[src/sv/iccs_pkg.sv]
// Shared types and constants for the icon color structure classifier.
package iccs_pkg;

	localparam int MAX_PIXELS_DEF = 65536;

	localparam int CFG_IDX_W  = 2;
	localparam int CFG_DATA_W = 8;

	localparam logic [CFG_IDX_W-1:0] REG_ALPHA_THR  = 2'd0;
	localparam logic [CFG_IDX_W-1:0] REG_CHROMA_THR = 2'd1;
	localparam logic [CFG_IDX_W-1:0] REG_LUMA_THR   = 2'd2;

	localparam logic [7:0] ALPHA_THR_RST  = 8'd24;
	localparam logic [7:0] CHROMA_THR_RST = 8'd30;
	localparam logic [7:0] LUMA_THR_RST   = 8'd48;

	localparam logic [7:0] LUMA_LOW_RST  = 8'd255;
	localparam logic [7:0] LUMA_HIGH_RST = 8'd0;

	// floor(x/3) == (x*683) >> 11 for x <= 765
	localparam logic [19:0] LUMA_RECIP = 20'd683;
	localparam int          LUMA_SHIFT = 11;

	typedef struct packed {
		logic [7:0] alpha;
		logic [7:0] chroma;
		logic [7:0] luma_spread;
	} thr_t;

	typedef struct packed {
		logic       covered;
		logic       chromatic;
		logic [7:0] luma;
		logic       last;
	} pix_attr_t;

endpackage

[src/sv/iccs_pixel_stage.sv]
// Input register and per-pixel coverage, chroma and luma evaluation.
module iccs_pixel_stage (
	input  logic                clk,
	input  logic                arst_n,
	input  logic                pix_valid,
	output logic                pix_stall,
	input  logic [7:0]          red,
	input  logic [7:0]          green,
	input  logic [7:0]          blue,
	input  logic [7:0]          alpha,
	input  logic                last_pixel,
	input  iccs_pkg::thr_t      thr,
	input  logic                attr_take,
	output logic                attr_valid_s2,
	output iccs_pkg::pix_attr_t attr_s2
);

	logic       valid_s1;
	logic [7:0] red_s1;
	logic [7:0] green_s1;
	logic [7:0] blue_s1;
	logic [7:0] alpha_s1;
	logic       last_s1;

	logic       ready_s1;
	logic       ready_s2;
	logic [7:0] mx;
	logic [7:0] mn;
	logic [9:0] sum;
	logic [19:0] prod;
	iccs_pkg::pix_attr_t attr;

	assign ready_s2  = !attr_valid_s2 || attr_take;
	assign ready_s1  = !valid_s1 || ready_s2;
	assign pix_stall = !ready_s1;

	always_ff @(posedge clk or negedge arst_n) begin
		if (!arst_n) begin
			valid_s1 <= 1'b0;
		end else if (ready_s1) begin
			valid_s1 <= pix_valid;
		end
	end

	always_ff @(posedge clk) begin
		if (pix_valid && ready_s1) begin
			red_s1   <= red;
			green_s1 <= green;
			blue_s1  <= blue;
			alpha_s1 <= alpha;
			last_s1  <= last_pixel;
		end
	end

	always_comb begin
		mx = red_s1;
		mn = red_s1;
		if (green_s1 > mx) mx = green_s1;
		if (blue_s1 > mx)  mx = blue_s1;
		if (green_s1 < mn) mn = green_s1;
		if (blue_s1 < mn)  mn = blue_s1;
		sum  = 10'(red_s1) + 10'(green_s1) + 10'(blue_s1);
		prod = 20'(sum) * iccs_pkg::LUMA_RECIP;
		attr.covered   = alpha_s1 >= thr.alpha;
		attr.chromatic = (mx - mn) > thr.chroma;
		attr.luma      = prod[iccs_pkg::LUMA_SHIFT +: 8];
		attr.last      = last_s1;
	end

	always_ff @(posedge clk or negedge arst_n) begin
		if (!arst_n) begin
			attr_valid_s2 <= 1'b0;
		end else if (ready_s2) begin
			attr_valid_s2 <= valid_s1;
		end
	end

	always_ff @(posedge clk) begin
		if (valid_s1 && ready_s2) begin
			attr_s2 <= attr;
		end
	end

endmodule

[src/sv/iccs_accum.sv]
// Per-image accumulators, end-of-image decision and result register.
module iccs_accum #(
	parameter int MAX_PIXELS = iccs_pkg::MAX_PIXELS_DEF
) (
	input  logic                clk,
	input  logic                arst_n,
	input  logic                attr_valid,
	input  iccs_pkg::pix_attr_t attr,
	input  logic [7:0]          luma_spread_thr,
	output logic                attr_take,
	output logic                res_valid,
	input  logic                res_stall,
	output logic                keep_authored_color
);

	localparam int CNT_W = $clog2(MAX_PIXELS + 1);
	localparam logic [CNT_W-1:0] CNT_MAX = CNT_W'(MAX_PIXELS);

	logic [CNT_W-1:0] covered_q;
	logic [CNT_W-1:0] chromatic_q;
	logic [7:0]       luma_low_q;
	logic [7:0]       luma_high_q;

	logic [CNT_W-1:0] covered_nxt;
	logic [CNT_W-1:0] chromatic_nxt;
	logic [7:0]       luma_low_nxt;
	logic [7:0]       luma_high_nxt;
	logic [7:0]       spread;
	logic             out_free;
	logic             flag;

	assign out_free  = !res_valid || !res_stall;
	assign attr_take = attr_valid && (!attr.last || out_free);

	always_comb begin
		covered_nxt   = covered_q;
		chromatic_nxt = chromatic_q;
		luma_low_nxt  = luma_low_q;
		luma_high_nxt = luma_high_q;
		if (attr.covered) begin
			if (covered_q < CNT_MAX) covered_nxt = covered_q + CNT_W'(1);
			if (attr.chromatic && chromatic_q < CNT_MAX) begin
				chromatic_nxt = chromatic_q + CNT_W'(1);
			end
			if (attr.luma < luma_low_q)  luma_low_nxt  = attr.luma;
			if (attr.luma > luma_high_q) luma_high_nxt = attr.luma;
		end
		spread = (luma_high_nxt >= luma_low_nxt) ? (luma_high_nxt - luma_low_nxt) : 8'd0;
		flag   = (covered_nxt != '0) &&
			(({chromatic_nxt, 2'b00} > {2'b00, covered_nxt}) || (spread > luma_spread_thr));
	end

	always_ff @(posedge clk or negedge arst_n) begin
		if (!arst_n) begin
			covered_q   <= '0;
			chromatic_q <= '0;
			luma_low_q  <= iccs_pkg::LUMA_LOW_RST;
			luma_high_q <= iccs_pkg::LUMA_HIGH_RST;
		end else if (attr_take) begin
			if (attr.last) begin
				covered_q   <= '0;
				chromatic_q <= '0;
				luma_low_q  <= iccs_pkg::LUMA_LOW_RST;
				luma_high_q <= iccs_pkg::LUMA_HIGH_RST;
			end else begin
				covered_q   <= covered_nxt;
				chromatic_q <= chromatic_nxt;
				luma_low_q  <= luma_low_nxt;
				luma_high_q <= luma_high_nxt;
			end
		end
	end

	always_ff @(posedge clk or negedge arst_n) begin
		if (!arst_n) begin
			res_valid <= 1'b0;
		end else if (out_free) begin
			res_valid <= attr_take && attr.last;
		end
	end

	always_ff @(posedge clk) begin
		if (attr_take && attr.last) begin
			keep_authored_color <= flag;
		end
	end

endmodule

[src/sv/icon_color_structure_classifier.sv]
// Icon color structure classifier: top level with threshold registers.
// A last pixel's result passes the input, attribute and result registers.
// Throughput: one pixel per cycle; three register stages (input, pixel attributes,
// result), with stall propagating back only from an occupied, stalled result.
// Reset: arst_n clears pipeline valids and per-image state, thresholds load 24/30/48.
// Configuration writes take effect at once and are always ready.
module icon_color_structure_classifier #(
	parameter int MAX_PIXELS = iccs_pkg::MAX_PIXELS_DEF
) (
	input  logic                            clk,
	input  logic                            arst_n,
	input  logic                            pix_valid,
	output logic                            pix_stall,
	input  logic [7:0]                      red,
	input  logic [7:0]                      green,
	input  logic [7:0]                      blue,
	input  logic [7:0]                      alpha,
	input  logic                            last_pixel,
	output logic                            res_valid,
	input  logic                            res_stall,
	output logic                            keep_authored_color,
	input  logic                            cfg_valid,
	output logic                            cfg_ready,
	input  logic [iccs_pkg::CFG_IDX_W-1:0]  cfg_index,
	input  logic [iccs_pkg::CFG_DATA_W-1:0] cfg_data
);

	iccs_pkg::thr_t      thr_q;
	iccs_pkg::pix_attr_t attr_s2;
	logic                attr_valid_s2;
	logic                attr_take;

	assign cfg_ready = 1'b1;

	always_ff @(posedge clk or negedge arst_n) begin
		if (!arst_n) begin
			thr_q.alpha       <= iccs_pkg::ALPHA_THR_RST;
			thr_q.chroma      <= iccs_pkg::CHROMA_THR_RST;
			thr_q.luma_spread <= iccs_pkg::LUMA_THR_RST;
		end else if (cfg_valid && cfg_ready) begin
			unique case (cfg_index)
				iccs_pkg::REG_ALPHA_THR:  thr_q.alpha       <= cfg_data;
				iccs_pkg::REG_CHROMA_THR: thr_q.chroma      <= cfg_data;
				iccs_pkg::REG_LUMA_THR:   thr_q.luma_spread <= cfg_data;
				default: ;
			endcase
		end
	end

	iccs_pixel_stage u_pix (
		.clk           (clk),
		.arst_n        (arst_n),
		.pix_valid     (pix_valid),
		.pix_stall     (pix_stall),
		.red           (red),
		.green         (green),
		.blue          (blue),
		.alpha         (alpha),
		.last_pixel    (last_pixel),
		.thr           (thr_q),
		.attr_take     (attr_take),
		.attr_valid_s2 (attr_valid_s2),
		.attr_s2       (attr_s2)
	);

	iccs_accum #(
		.MAX_PIXELS (MAX_PIXELS)
	) u_acc (
		.clk                 (clk),
		.arst_n              (arst_n),
		.attr_valid          (attr_valid_s2),
		.attr                (attr_s2),
		.luma_spread_thr     (thr_q.luma_spread),
		.attr_take           (attr_take),
		.res_valid           (res_valid),
		.res_stall           (res_stall),
		.keep_authored_color (keep_authored_color)
	);

endmodule

[config.mk]
export PLATFORM = sky130hd
export DESIGN_NAME = icon_color_structure_classifier
export DESIGN_NICKNAME = d
export VERILOG_FILES = /design/src/sv/iccs_pkg.sv /design/src/sv/iccs_pixel_stage.sv /design/src/sv/iccs_accum.sv /design/src/sv/icon_color_structure_classifier.sv
export SDC_FILE = /design/constraint.sdc
export NUM_CORES = 1
export LEC_CHECK = 0
export BUFFER_PORTS_ARGS = -buffer_cell sky130_fd_sc_hd__buf_4
export CAP_MARGIN = 20
export CORE_ASPECT_RATIO = 1.25
export CORE_UTILIZATION = 50
export DETAILED_ROUTE_END_ITERATION = 8
export GPL_ROUTABILITY_DRIVEN = 0
export PLACE_DENSITY = 0.67
export SYNTH_ARGS = -nofsm -noshare
export SYNTH_HDL_FRONTEND = slang
export SYNTH_SLANG_ARGS = --single-unit
[constraint.sdc]
create_clock -name clk -period 7.5 [get_ports clk]
set_input_delay 0.375 -clock clk [delete_from_list [all_inputs] [get_ports clk]]
set_output_delay 0.375 -clock clk [all_outputs]
set_load 0.005 [all_outputs]
==> results of run 1 <==
==> registers in the layout, indices dropped and copies added, names as in the netlist, 11 cells and up <==
register / flops
u_pix.attr_s2: 11
u_acc.covered_q: 17
u_acc.chromatic_q: 17
thr_q: 24
==> cell usage in the layout (no fill, tap or decap), drive strengths merged, types with 24 or more instances in the layout <==
cell / netlist / final
mux2i: 30 / 30
xnor2: 39 / 39
nand2: 70 / 70
nand3: 25 / 25
o21ai: 62 / 62
fa: 25 / 25
xor2: 24 / 24
a21o: 34 / 34
ha: 168 / 168
a21oi: 63 / 63
edfxtp: 45 / 45
nor3: 24 / 24
dfrtp: 61 / 61
nor2: 58 / 58
inv: 127 / 128
buf: 5 / 64
==> per-layer routing <==
| metal | track usage | up-vias | routed length (um) | part of all wire |
|---|---|---|---|---|
| met5 | 0 | - | 0 | 0 |
| met2 | 0.4147 | 123 | 11450 | 0.53 |
| met1 | 0.2444 | 3537 | 8833 | 0.41 |
| met3 | 0.03689 | 46 | 562 | 0.026 |
| li1 | - | 3803 | - | - |
| met4 | 0.1015 | 0 | 848 | 0.039 |
==> per-stage QoR <==
stage / instances / hold slack (ns) / utilization
after global routing: 1396 / 0.1034 / 0.5727
after global placement: 1357 / 0.2245 / 0.5423
final: 1396 / 0.1205 / 0.5727
after detailed placement: 1357 / 0.2257 / 0.5423
after CTS: 1390 / 0.1103 / 0.5696
after floorplan: 1055 / 0.07941 / -
==> cell type report <==
type                    instances  share of cell area
clock buffers                  20             0.03793
well taps                     270             0.02934
inverters                     127             0.04141
multi-input cells             780              0.5533
clock inverters                12            0.008912
flip-flops and latches        122              0.2865
repair buffers                 65             0.04260
==> final timing paths <==
kind	slack (ns)	end	cells after the start	startpoint
max	0.21	u_pix.attr_s2[8]	28	u_pix.red_s1[0]
min	0.12	u_pix.red_s1[6]	1	red[6]
max reg2reg	0.21	u_pix.attr_s2[8]	28	u_pix.red_s1[0]
min reg2reg	0.42	u_pix.attr_s2[0]	0	u_pix.last_s1
max in group asynchronous	6.05	u_acc.chromatic_q[5]	3	arst_n
min in group asynchronous	0.33	u_acc.chromatic_q[12]	2	arst_n
==> Yosys cell counts, types with 16 or more instances <==
cell	instances
sky130_fd_sc_hd__a21o_1	34
sky130_fd_sc_hd__a21oi_1	63
sky130_fd_sc_hd__clkbuf_1	21
sky130_fd_sc_hd__dfrtp_1	61
sky130_fd_sc_hd__dfstp_2	16
sky130_fd_sc_hd__edfxtp_1	45
sky130_fd_sc_hd__fa_1	25
sky130_fd_sc_hd__ha_1	168
sky130_fd_sc_hd__inv_1	127
sky130_fd_sc_hd__mux2_2	23
sky130_fd_sc_hd__mux2i_1	30
sky130_fd_sc_hd__nand2_1	70
sky130_fd_sc_hd__nand3_1	25
sky130_fd_sc_hd__nor2_1	58
sky130_fd_sc_hd__nor3_1	23
sky130_fd_sc_hd__o21ai_0	58
sky130_fd_sc_hd__xnor2_1	39
sky130_fd_sc_hd__xor2_1	24
==> cell families (layout without fill, tap and decap cells) <==
logic type / after synthesis / in the layout / synth area share
adders and majority gates: 193 / 193 / 0.2542
muxes: 53 / 53 / 0.05464
DFF: 122 / 122 / 0.3222
xor gates and xnor gates: 63 / 63 / 0.05391
buffers and inverters: 153 / 224 / 0.05721
other: 1 / 1 / 0.0003664
AOI/OAI and AO/OA: 229 / 229 / 0.1453
and+or+nand+nor: 241 / 241 / 0.1121
==> timing repair <==
item	CTS	global route
hold buffers	1	0
endpoints found under the hold margin	10	0
resized for setup	0	5
setup endpoints to repair	0	2
setup buffers	0	6
==> worst max-delay path: cells and delay by family (launching register included) <==
kind	cells	cell delay [ns]
AND/OR/NAND/NOR	1	0.13
AO/OA/AOI/OAI	12	2.50
adder cells (fa/ha/maj)	9	3.48
flip-flops	1	0.40
XOR/XNOR	2	0.30
buffers and inverters	4	0.21
==> parameters.txt, run 1 <==
Parameter                              Value

STA
  Setup TNS ... 0 ns
  Max-slew headroom ... 0.3976
  Max Freq ... 137.2 MHz
  Actual transition at the worst max-transition pin ... 0.9036 ns
  Worst-case setup margin in the final layout ... 0.2102 ns
  Hold Fails Final Rpt ... 0
  Final max-slew violation count ... 0
  Final Cycle Share ... 0.9720
  Min Clock Period, post-route ... 7.290 ns
  Final setup fails ... 0
  Worst setup skew after layout ... 0.01008 ns

Layout
  Area used by multi-input combinational logic ... 6370 um2
  Design area ... 11510 um2
  Count of inserted antenna diode cells ... 0
  Fill cell count ... 1784
  Net count of the finished layout ... 1354
  Area growth from synthesis to layout ... 12.47%
  FF/Latch Area ... 3298 um2
  Fraction of final layout cells sized beyond drive strength 1 ... 0.1297

GRT
  Number of antenna violations at the first check in global routing ... 0
  First-pass GRT wire length ... 36210 um
  Total track usage ... 0.2232
  Pin count of the biggest net entering global routing ... 68
  Residual overflow from global routing ... 0
  Via count of the first global-routing pass ... 7612

Setup path
  Startpoint type of the worst setup path ... register
  Most used cell, CP ... sky130_fd_sc_hd__ha_1
  CP max stage cell ... sky130_fd_sc_hd__fa_2
  Arrival time reported for the critical path endpoint ... 7.46 ns
  Endpoint required time on the critical path ... 7.67 ns
  Max stage delay on crit path ... 0.56 ns
  Type of the worst setup path ... reg2reg
  Top fanout value on the critical path ... 4
  Endpoint type of the worst setup path ... register

Logic synthesis
  Post-synth ARST share ... 0.6311
  Yosys top cell by area ... sky130_fd_sc_hd__ha_1
  Area share of the largest cell type after synthesis ... 0.2054
  Unique masters post-synth ... 58
  Synth area leaders ... sky130_fd_sc_hd__ha_1, sky130_fd_sc_hd__dfrtp_1, sky130_fd_sc_hd__edfxtp_1, sky130_fd_sc_hd__fa_1, sky130_fd_sc_hd__inv_1
  Portion of the post-synthesis area used by sequential elements ... 0.3222
  Net Count, Synth ... 1296
  Most instantiated flip-flop cell in the synthesis netlist ... sky130_fd_sc_hd__dfrtp_1
  Number of cells produced by synthesis ... 1055
  Ys Warns ... 0
  Mean post-synth cell area ... 9.702 um2
  Area of the mapped netlist ... 10240 um2
  Number of storage elements in the synthesis netlist ... 122
  Number of synthesized flops with an enable pin ... 45

Placed design
  Worst slack at placement ... 0.1865 ns
  Standard cell area after detailed placement ... 10900 um2
  Placed wire-length estimate after detailed placement ... 17030 um
  Number of port buffers ... 50

Outcome
  Status ... completed

Clock network
  Clk buf depth ... 2
  TritonCTS clock tree ... yes
  Cts bufs inserted ... 17
  TritonCTS sink count ... 122
  Number of H-tree branching levels ... 4
  Later-pin clock latency in the skew report ... 0.43 ns
  Cell at the root of the clock tree ... sky130_fd_sc_hd__clkbuf_16
  Clock transition time at the flip-flop clock pins of the worst setup and hold paths ... 0.06 ns

Floorplan
  Die area ... 21050 um2
  Core region area ... 20100 um2
  Number of cell rows ... 58
  Initial Utilization ... 0.5092
  Die height ... 162.0 um
  Boundary Pins ... 52
  Horiz. Die Dim ... 130.0 um

Drt
  Pre-antenna DRT Iters ... 4
  Via density ... 5.379
  Routed length per placed instance ... 15.54 um
  DRT antenna net count ... 0
  Overall routed net length ... 21700 um
  Initial drt markers ... 282
  Final routed DRC violation total ... 0
  Via count ... 7509

Hold path
  HP Class ... in2reg

Job
  Max capacitance violation total ... 0
Power of run 1 is left out: the tool's default activity adds up to more than one toggle a clock period on the data nets, which glitch-free logic cannot reach.
==> run 2, diff against run 1 <==
Settings changed: ABC_AREA set to 1, CORE_ASPECT_RATIO 1.25 to unset.
==> run 2 against run 1 <==
Net effect:
- cell count grew 16%
- first-iteration DRC count grew 33%
- area after synthesis grew 2.9%
- largest cell class unchanged
- critical path depth grew 2
- hold slack lost 0.0015 ns
- fmax grew 7.3%
- utilization grew 0.76 points
- global-route usage shrank 0.34 points
- die area grew 2.9%
==> parameters.txt, run 2 <==
Parameter                              Value

STA
  Final Cycle Share ... 0.9059
  Worst setup skew after layout ... 0.01210 ns
  Hold Fails Final Rpt ... 0
  Max Freq ... 147.2 MHz
  Setup TNS ... 0 ns
  Max-slew headroom ... 0.3434
  Final setup fails ... 0
  Min Clock Period, post-route ... 6.794 ns
  Final max-slew violation count ... 0
  RSZ-0062 raised after global routing ... no
  Actual transition at the worst max-transition pin ... 0.9805 ns

Drt
  Via count ... 8341
  Initial drt markers ... 376
  Routed length per placed instance ... 13.83 um
  DRT antenna net count ... 0
  Via density ... 5.146
  Pre-antenna DRT Iters ... 4
  Final routed DRC violation total ... 0
  Overall routed net length ... 22410 um

Logic synthesis
  Number of synthesized flops with an enable pin ... 45
  Ys Warns ... 0
  Mean post-synth cell area ... 8.211 um2
  Number of storage elements in the synthesis netlist ... 122
  Post-synth ARST share ... 0.6311
  Commonest cells post-synth ... sky130_fd_sc_hd__inv_1, sky130_fd_sc_hd__nand2_1, sky130_fd_sc_hd__ha_1
  Synth area leaders ... sky130_fd_sc_hd__ha_1, sky130_fd_sc_hd__dfrtp_1, sky130_fd_sc_hd__edfxtp_1, sky130_fd_sc_hd__inv_1, sky130_fd_sc_hd__nand2_1
  Area of the mapped netlist ... 10540 um2
  Most frequently used cell type in the post-synthesis netlist ... sky130_fd_sc_hd__inv_1
  Yosys top cell by area ... sky130_fd_sc_hd__ha_1
  Unique masters post-synth ... 49
  Most instantiated flip-flop cell in the synthesis netlist ... sky130_fd_sc_hd__dfrtp_1
  Area share of the largest cell type after synthesis ... 0.1995
  Portion of the post-synthesis area used by sequential elements ... 0.3131
  Net Count, Synth ... 1524
  Number of cells produced by synthesis ... 1283

Setup path
  Type of the worst setup path ... reg2reg
  Depth of the worst register-to-register path ... 30
  Top fanout value on the critical path ... 5
  Most used cell, CP ... sky130_fd_sc_hd__ha_1
  Worst setup path startpoint ... u_pix.green_s1[1]
  Setup slack of the worst register-to-register path ... 0.71 ns
  Endpoint type of the worst setup path ... register
  Endpoint required time on the critical path ... 7.66 ns
  CP max stage cell ... sky130_fd_sc_hd__fa_1
  Startpoint type of the worst setup path ... register
  Worst reg2reg path startpoint ... u_pix.green_s1[1]
  Endpoint of the lowest-slack register-to-register path ... u_pix.attr_s2[7]
  Max stage delay on crit path ... 0.53 ns
  Arrival time reported for the critical path endpoint ... 6.96 ns
  Timing endpoint of the critical path ... u_pix.attr_s2[7]

Job
  Max capacitance violation total ... 0

Layout
  Count of inserted antenna diode cells ... 0
  Core occupancy in the finished layout ... 0.5803
  Commonest non-fill, non-tap cells in the layout ... sky130_fd_sc_hd__inv_1, sky130_fd_sc_hd__nand2_1, sky130_fd_sc_hd__ha_1
  Net count of the finished layout ... 1579
  Most frequent standard cell in the layout excluding fill and tap cells ... sky130_fd_sc_hd__inv_1
  Max reg flops ... 24
  Fraction of final layout cells sized beyond drive strength 1 ... 0.1088
  Largest register by flop count ... thr_q
  Biggest regs ... thr_q x24, u_acc.chromatic_q x17, u_acc.covered_q x17
  Area growth from synthesis to layout ... 12.53%

GRT
  Number of antenna violations at the first check in global routing ... 0
  Total track usage ... 0.2198
  Via count of the first global-routing pass ... 8348
  Pin count of the biggest net entering global routing ... 78
  Residual overflow from global routing ... 0
  First-pass GRT wire length ... 38120 um

Clock network
  Cts bufs inserted ... 17
  Later-pin clock latency in the skew report ... 0.43 ns
  Clock transition time at the flip-flop clock pins of the worst setup and hold paths ... 0.06 ns
  Cell at the root of the clock tree ... sky130_fd_sc_hd__clkbuf_16
  Number of H-tree branching levels ... 4
  Post_cts resized ... 0
  Number of buffers inserted to repair setup after CTS ... 0
  TritonCTS clock tree ... yes
  TritonCTS sink count ... 122
  Clk buf depth ... 2
  CTS Hold Bufs ... 0

Outcome
  Status ... completed

Floorplan
  Number of cell rows ... 52
  Die height ... 147.2 um
  Initial Utilization ... 0.5157
  Die area ... 21650 um2
  Horiz. Die Dim ... 147.2 um
  Boundary Pins ... 52
  Core region area ... 20430 um2

Placed design
  Placed wire-length estimate after detailed placement ... 17500 um
  Number of port buffers ... 50

Hold path
  HP Class ... in2reg
run 2: changes by cell type after synthesis, moves of 21 or more:
| cell | change |
|---|---|
| sky130_fd_sc_hd__nand2_1 | +171 |
| sky130_fd_sc_hd__inv_1 | +115 |
| sky130_fd_sc_hd__mux2_2 | -23 |
| sky130_fd_sc_hd__o22ai_1 | +21 |
| sky130_fd_sc_hd__mux2i_1 | -30 |
| sky130_fd_sc_hd__a21o_1 | -31 |
| sky130_fd_sc_hd__xnor2_1 | -32 |
| sky130_fd_sc_hd__o21ai_0 | +40 |
run 2: layout make-up:
cell class	instances	area, um2
Sequential cell	122	3298
Inverter	247	927.1
Tap cell	270	337.8
Timing Repair Buffer	56	462.9
Clock buffer	18	429.2
Fill cell	1824	8574
Clock inverter	14	181.4
Multi-Input combinational cell	894	6218
run 2: critical path, delay by kind of cell, from the launching register on:
kind	cells	cell delay, ns
buffers and inverters	4	0.30
AND/OR/NAND/NOR	6	0.59
XOR/XNOR	3	0.52
AO/OA/AOI/OAI	9	1.58
adder cells (fa/ha/maj)	8	3.10
flip-flops	1	0.46
run 2: stage by stage:
step | worst slack, ns | hold WS (ns) | std cells | instance area (um2)
final | 0.7059 | 0.1190 | 1621 | 11860
after global routing | 0.07850 | 0.1041 | 1621 | 11860
after CTS | 0.6833 | 0.1085 | 1618 | 11790
after detailed placement | 0.7087 | 0.4052 | 1586 | 11180
after global placement | 0.9242 | 0.4073 | 1586 | 11180
after floorplan | 1.276 | 0.07941 | 1283 | 10540
run 2: worst min-delay path by stage:
stage,start,to,slack [ns],cells after the start
floorplan,arst_n,thr_q[0],0.08,0
global placement,u_pix.last_s1,u_pix.attr_s2[0],0.41,0
detailed placement,u_pix.last_s1,u_pix.attr_s2[0],0.41,0
CTS,blue[6],u_pix.blue_s1[6],0.11,1
global route,green[4],u_pix.green_s1[4],0.10,1
finish,red[0],u_pix.red_s1[0],0.12,1
run 2: metal layers:
| metal | global-route usage | vias to the layer above | wire length [um] |
|---|---|---|---|
| li1 | - | 4345 | - |
| met1 | 0.2655 | 3794 | 10200 |
| met2 | 0.3875 | 149 | 10850 |
| met3 | 0.04130 | 53 | 700 |
| met4 | 0.08093 | 0 | 654 |
| met5 | 0 | - | 0 |
run 2: kinds of logic (layout without fill, tap and decap cells):
kind of cell,count (synthesis),count (layout),share of synthesized area
compound gates,245,245,0.1328
xor+xnor,51,51,0.04240
fa+ha+maj,193,193,0.2470
buf+inv,267,335,0.09691
flops,122,122,0.3131
other cells,1,1,0.0003560
simple gates,404,404,0.1675
Power of run 2 is left out for the same reason.
==> run 3, diff against run 2 <==
--- a/config.mk
+++ b/config.mk
@@ -10,2 +10,3 @@
 export CAP_MARGIN = 20
+export CORE_MARGIN = 2
 export CORE_UTILIZATION = 50
--- a/constraint.sdc
+++ b/constraint.sdc
@@ -3,2 +3,2 @@
 set_output_delay 0.375 -clock clk [all_outputs]
-set_load 0.005 [all_outputs]
+set_load 0.01 [all_outputs]
==> run 3 against run 2 <==
Net effect:
- hold slack gained 0.0018 ns
- design area shrank 0.12%
- non-clock buffer count is the same
- setup slack gained 0.13 ns
- register-to-register slack gained 0.13 ns
- first-iteration DRC count shrank 11%
- cell count grew 0.31%
- clock-buffer cell count is the same
- clock skew grew 0.0045 ns
- die area grew 2.7%
- global-route usage shrank 0.44 points
- critical path type unchanged
==> parameters.txt, run 3 (same netlist as run 2, synthesis figures left out) <==
Parameter                              Value

Floorplan
  Die height ... 149.2 um
  Horiz. Die Dim ... 149.2 um
  Boundary Pins ... 52
  Initial Utilization ... 0.5059
  Number of cell rows ... 53
  Core region area ... 20820 um2
  Die area ... 22250 um2

Setup path
  Max stage delay on crit path ... 0.52 ns
  Setup slack of the worst register-to-register path ... 0.83 ns
  Top fanout value on the critical path ... 4
  Endpoint type of the worst setup path ... register
  Endpoint required time on the critical path ... 7.66 ns
  Arrival time reported for the critical path endpoint ... 6.83 ns
  CP max stage cell ... sky130_fd_sc_hd__fa_1
  Worst reg2reg path startpoint ... u_pix.red_s1[1]
  Endpoint of the lowest-slack register-to-register path ... u_pix.attr_s2[7]
  Type of the worst setup path ... reg2reg
  Depth of the worst register-to-register path ... 31
  Startpoint type of the worst setup path ... register

Drt
  Overall routed net length ... 22710 um
  Initial drt markers ... 336
  Via count ... 8353
  Via density ... 5.137
  DRT antenna net count ... 0
  Routed length per placed instance ... 13.97 um
  Final routed DRC violation total ... 0
  Pre-antenna DRT Iters ... 5

STA
  Hold Fails Final Rpt ... 0
  Worst setup skew after layout ... 0.01660 ns
  Max Freq ... 150.0 MHz
  Setup TNS ... 0 ns
  Fin Hold WS ... 0.1208 ns
  Final setup fails ... 0
  Max-slew headroom ... 0.3281
  RSZ-0062 raised after global routing ... no
  Final max-slew violation count ... 0
  Final Cycle Share ... 0.8890
  Min Clock Period, post-route ... 6.667 ns
  Actual transition at the worst max-transition pin ... 1.006 ns

Layout
  Net count of the finished layout ... 1579
  Design area ... 11840 um2
  Most frequent standard cell in the layout excluding fill and tap cells ... sky130_fd_sc_hd__inv_1
  Largest register by flop count ... thr_q
  Commonest non-fill, non-tap cells in the layout ... sky130_fd_sc_hd__inv_1, sky130_fd_sc_hd__nand2_1, sky130_fd_sc_hd__ha_1
  Biggest regs ... thr_q x24, u_acc.chromatic_q x17, u_acc.covered_q x17
  Core occupancy in the finished layout ... 0.5687
  Max reg flops ... 24
  Fraction of final layout cells sized beyond drive strength 1 ... 0.1088
  Area growth from synthesis to layout ... 12.40%
  Count of inserted antenna diode cells ... 0

Clock network
  TritonCTS clock tree ... yes
  Number of H-tree branching levels ... 4
  Number of buffers inserted to repair setup after CTS ... 0
  TritonCTS sink count ... 122
  Cell at the root of the clock tree ... sky130_fd_sc_hd__clkbuf_16
  Clk buf depth ... 2
  Clock transition time at the flip-flop clock pins of the worst setup and hold paths ... 0.06 ns
  Later-pin clock latency in the skew report ... 0.43 ns
  Cts bufs inserted ... 17

Hold path
  Worst Min Path Start ... red[4]
  HP Class ... in2reg
  End point of the worst hold path ... u_pix.red_s1[4]
  Hold Path Stages ... 1

GRT
  Number of antenna violations at the first check in global routing ... 0
  Via count of the first global-routing pass ... 8147
  Residual overflow from global routing ... 0
  Total track usage ... 0.2154
  Pin count of the biggest net entering global routing ... 78
  First-pass GRT wire length ... 38170 um

Placed design
  Placed wire-length estimate after detailed placement ... 17730 um
  Standard cell area after detailed placement ... 11180 um2
  Number of port buffers ... 50

Job
  Max capacitance violation total ... 0

Outcome
  Status ... completed
[run 3: worst max-delay path by stage]
stage	from	endpoint	slack (ns)
after floorplan	u_pix.red_s1[1]	u_pix.attr_s2[7]	1.28
after global placement	u_pix.red_s1[1]	u_pix.attr_s2[7]	0.91
after detailed placement	u_pix.red_s1[1]	u_pix.attr_s2[7]	0.80
after CTS	u_pix.red_s1[1]	u_pix.attr_s2[7]	0.79
after global routing	u_pix.red_s1[1]	u_pix.attr_s2[7]	0.25
final	u_pix.red_s1[1]	u_pix.attr_s2[7]	0.83
[run 3: repair_timing]
action,in CTS,in global routing
hold endpoints to repair,0,9
gates resized for setup,0,0
hold buffers,0,1
[run 3: stage by stage]
stage / setup WS (ns) / instances
4_1_cts: 0.7862 / 1622
3_3_place_gp: 0.9135 / 1590
6_report: 0.8328 / 1626
2_1_floorplan: 1.276 / 1283
5_1_grt: 0.2497 / 1626
3_5_place_dp: 0.8014 / 1590
[run 3: layer usage]
layer  global-route usage  wire length [um]  vias up
met1               0.2797             10700     3868
li1                     -                 -     4335
met4              0.06857               320        0
met5                    0                 0        -
met3              0.02875               690       26
met2               0.3730             11000      124
[run 3: critical path: cells and delay by family, from the launching register on]
family | cells | cell delay [ns]
adder cells (fa/ha/maj) | 8 | 3.02
AO/OA/AOI/OAI | 9 | 1.47
AND/OR/NAND/NOR | 6 | 0.59
XOR/XNOR | 3 | 0.50
buffers and inverters | 5 | 0.44
flip-flops | 1 | 0.38
[run 3: area by class of cell]
type,instances,area (um2)
Multi-Input combinational cell,894,6223
Tap cell,275,344.1
Sequential cell,122,3298
Timing Repair Buffer,56,462.9
Clock inverter,14,135.1
Inverter,247,927.1
Fill cell,1898,8981
Clock buffer,18,450.4
Power of run 3 is left out for the same reason.
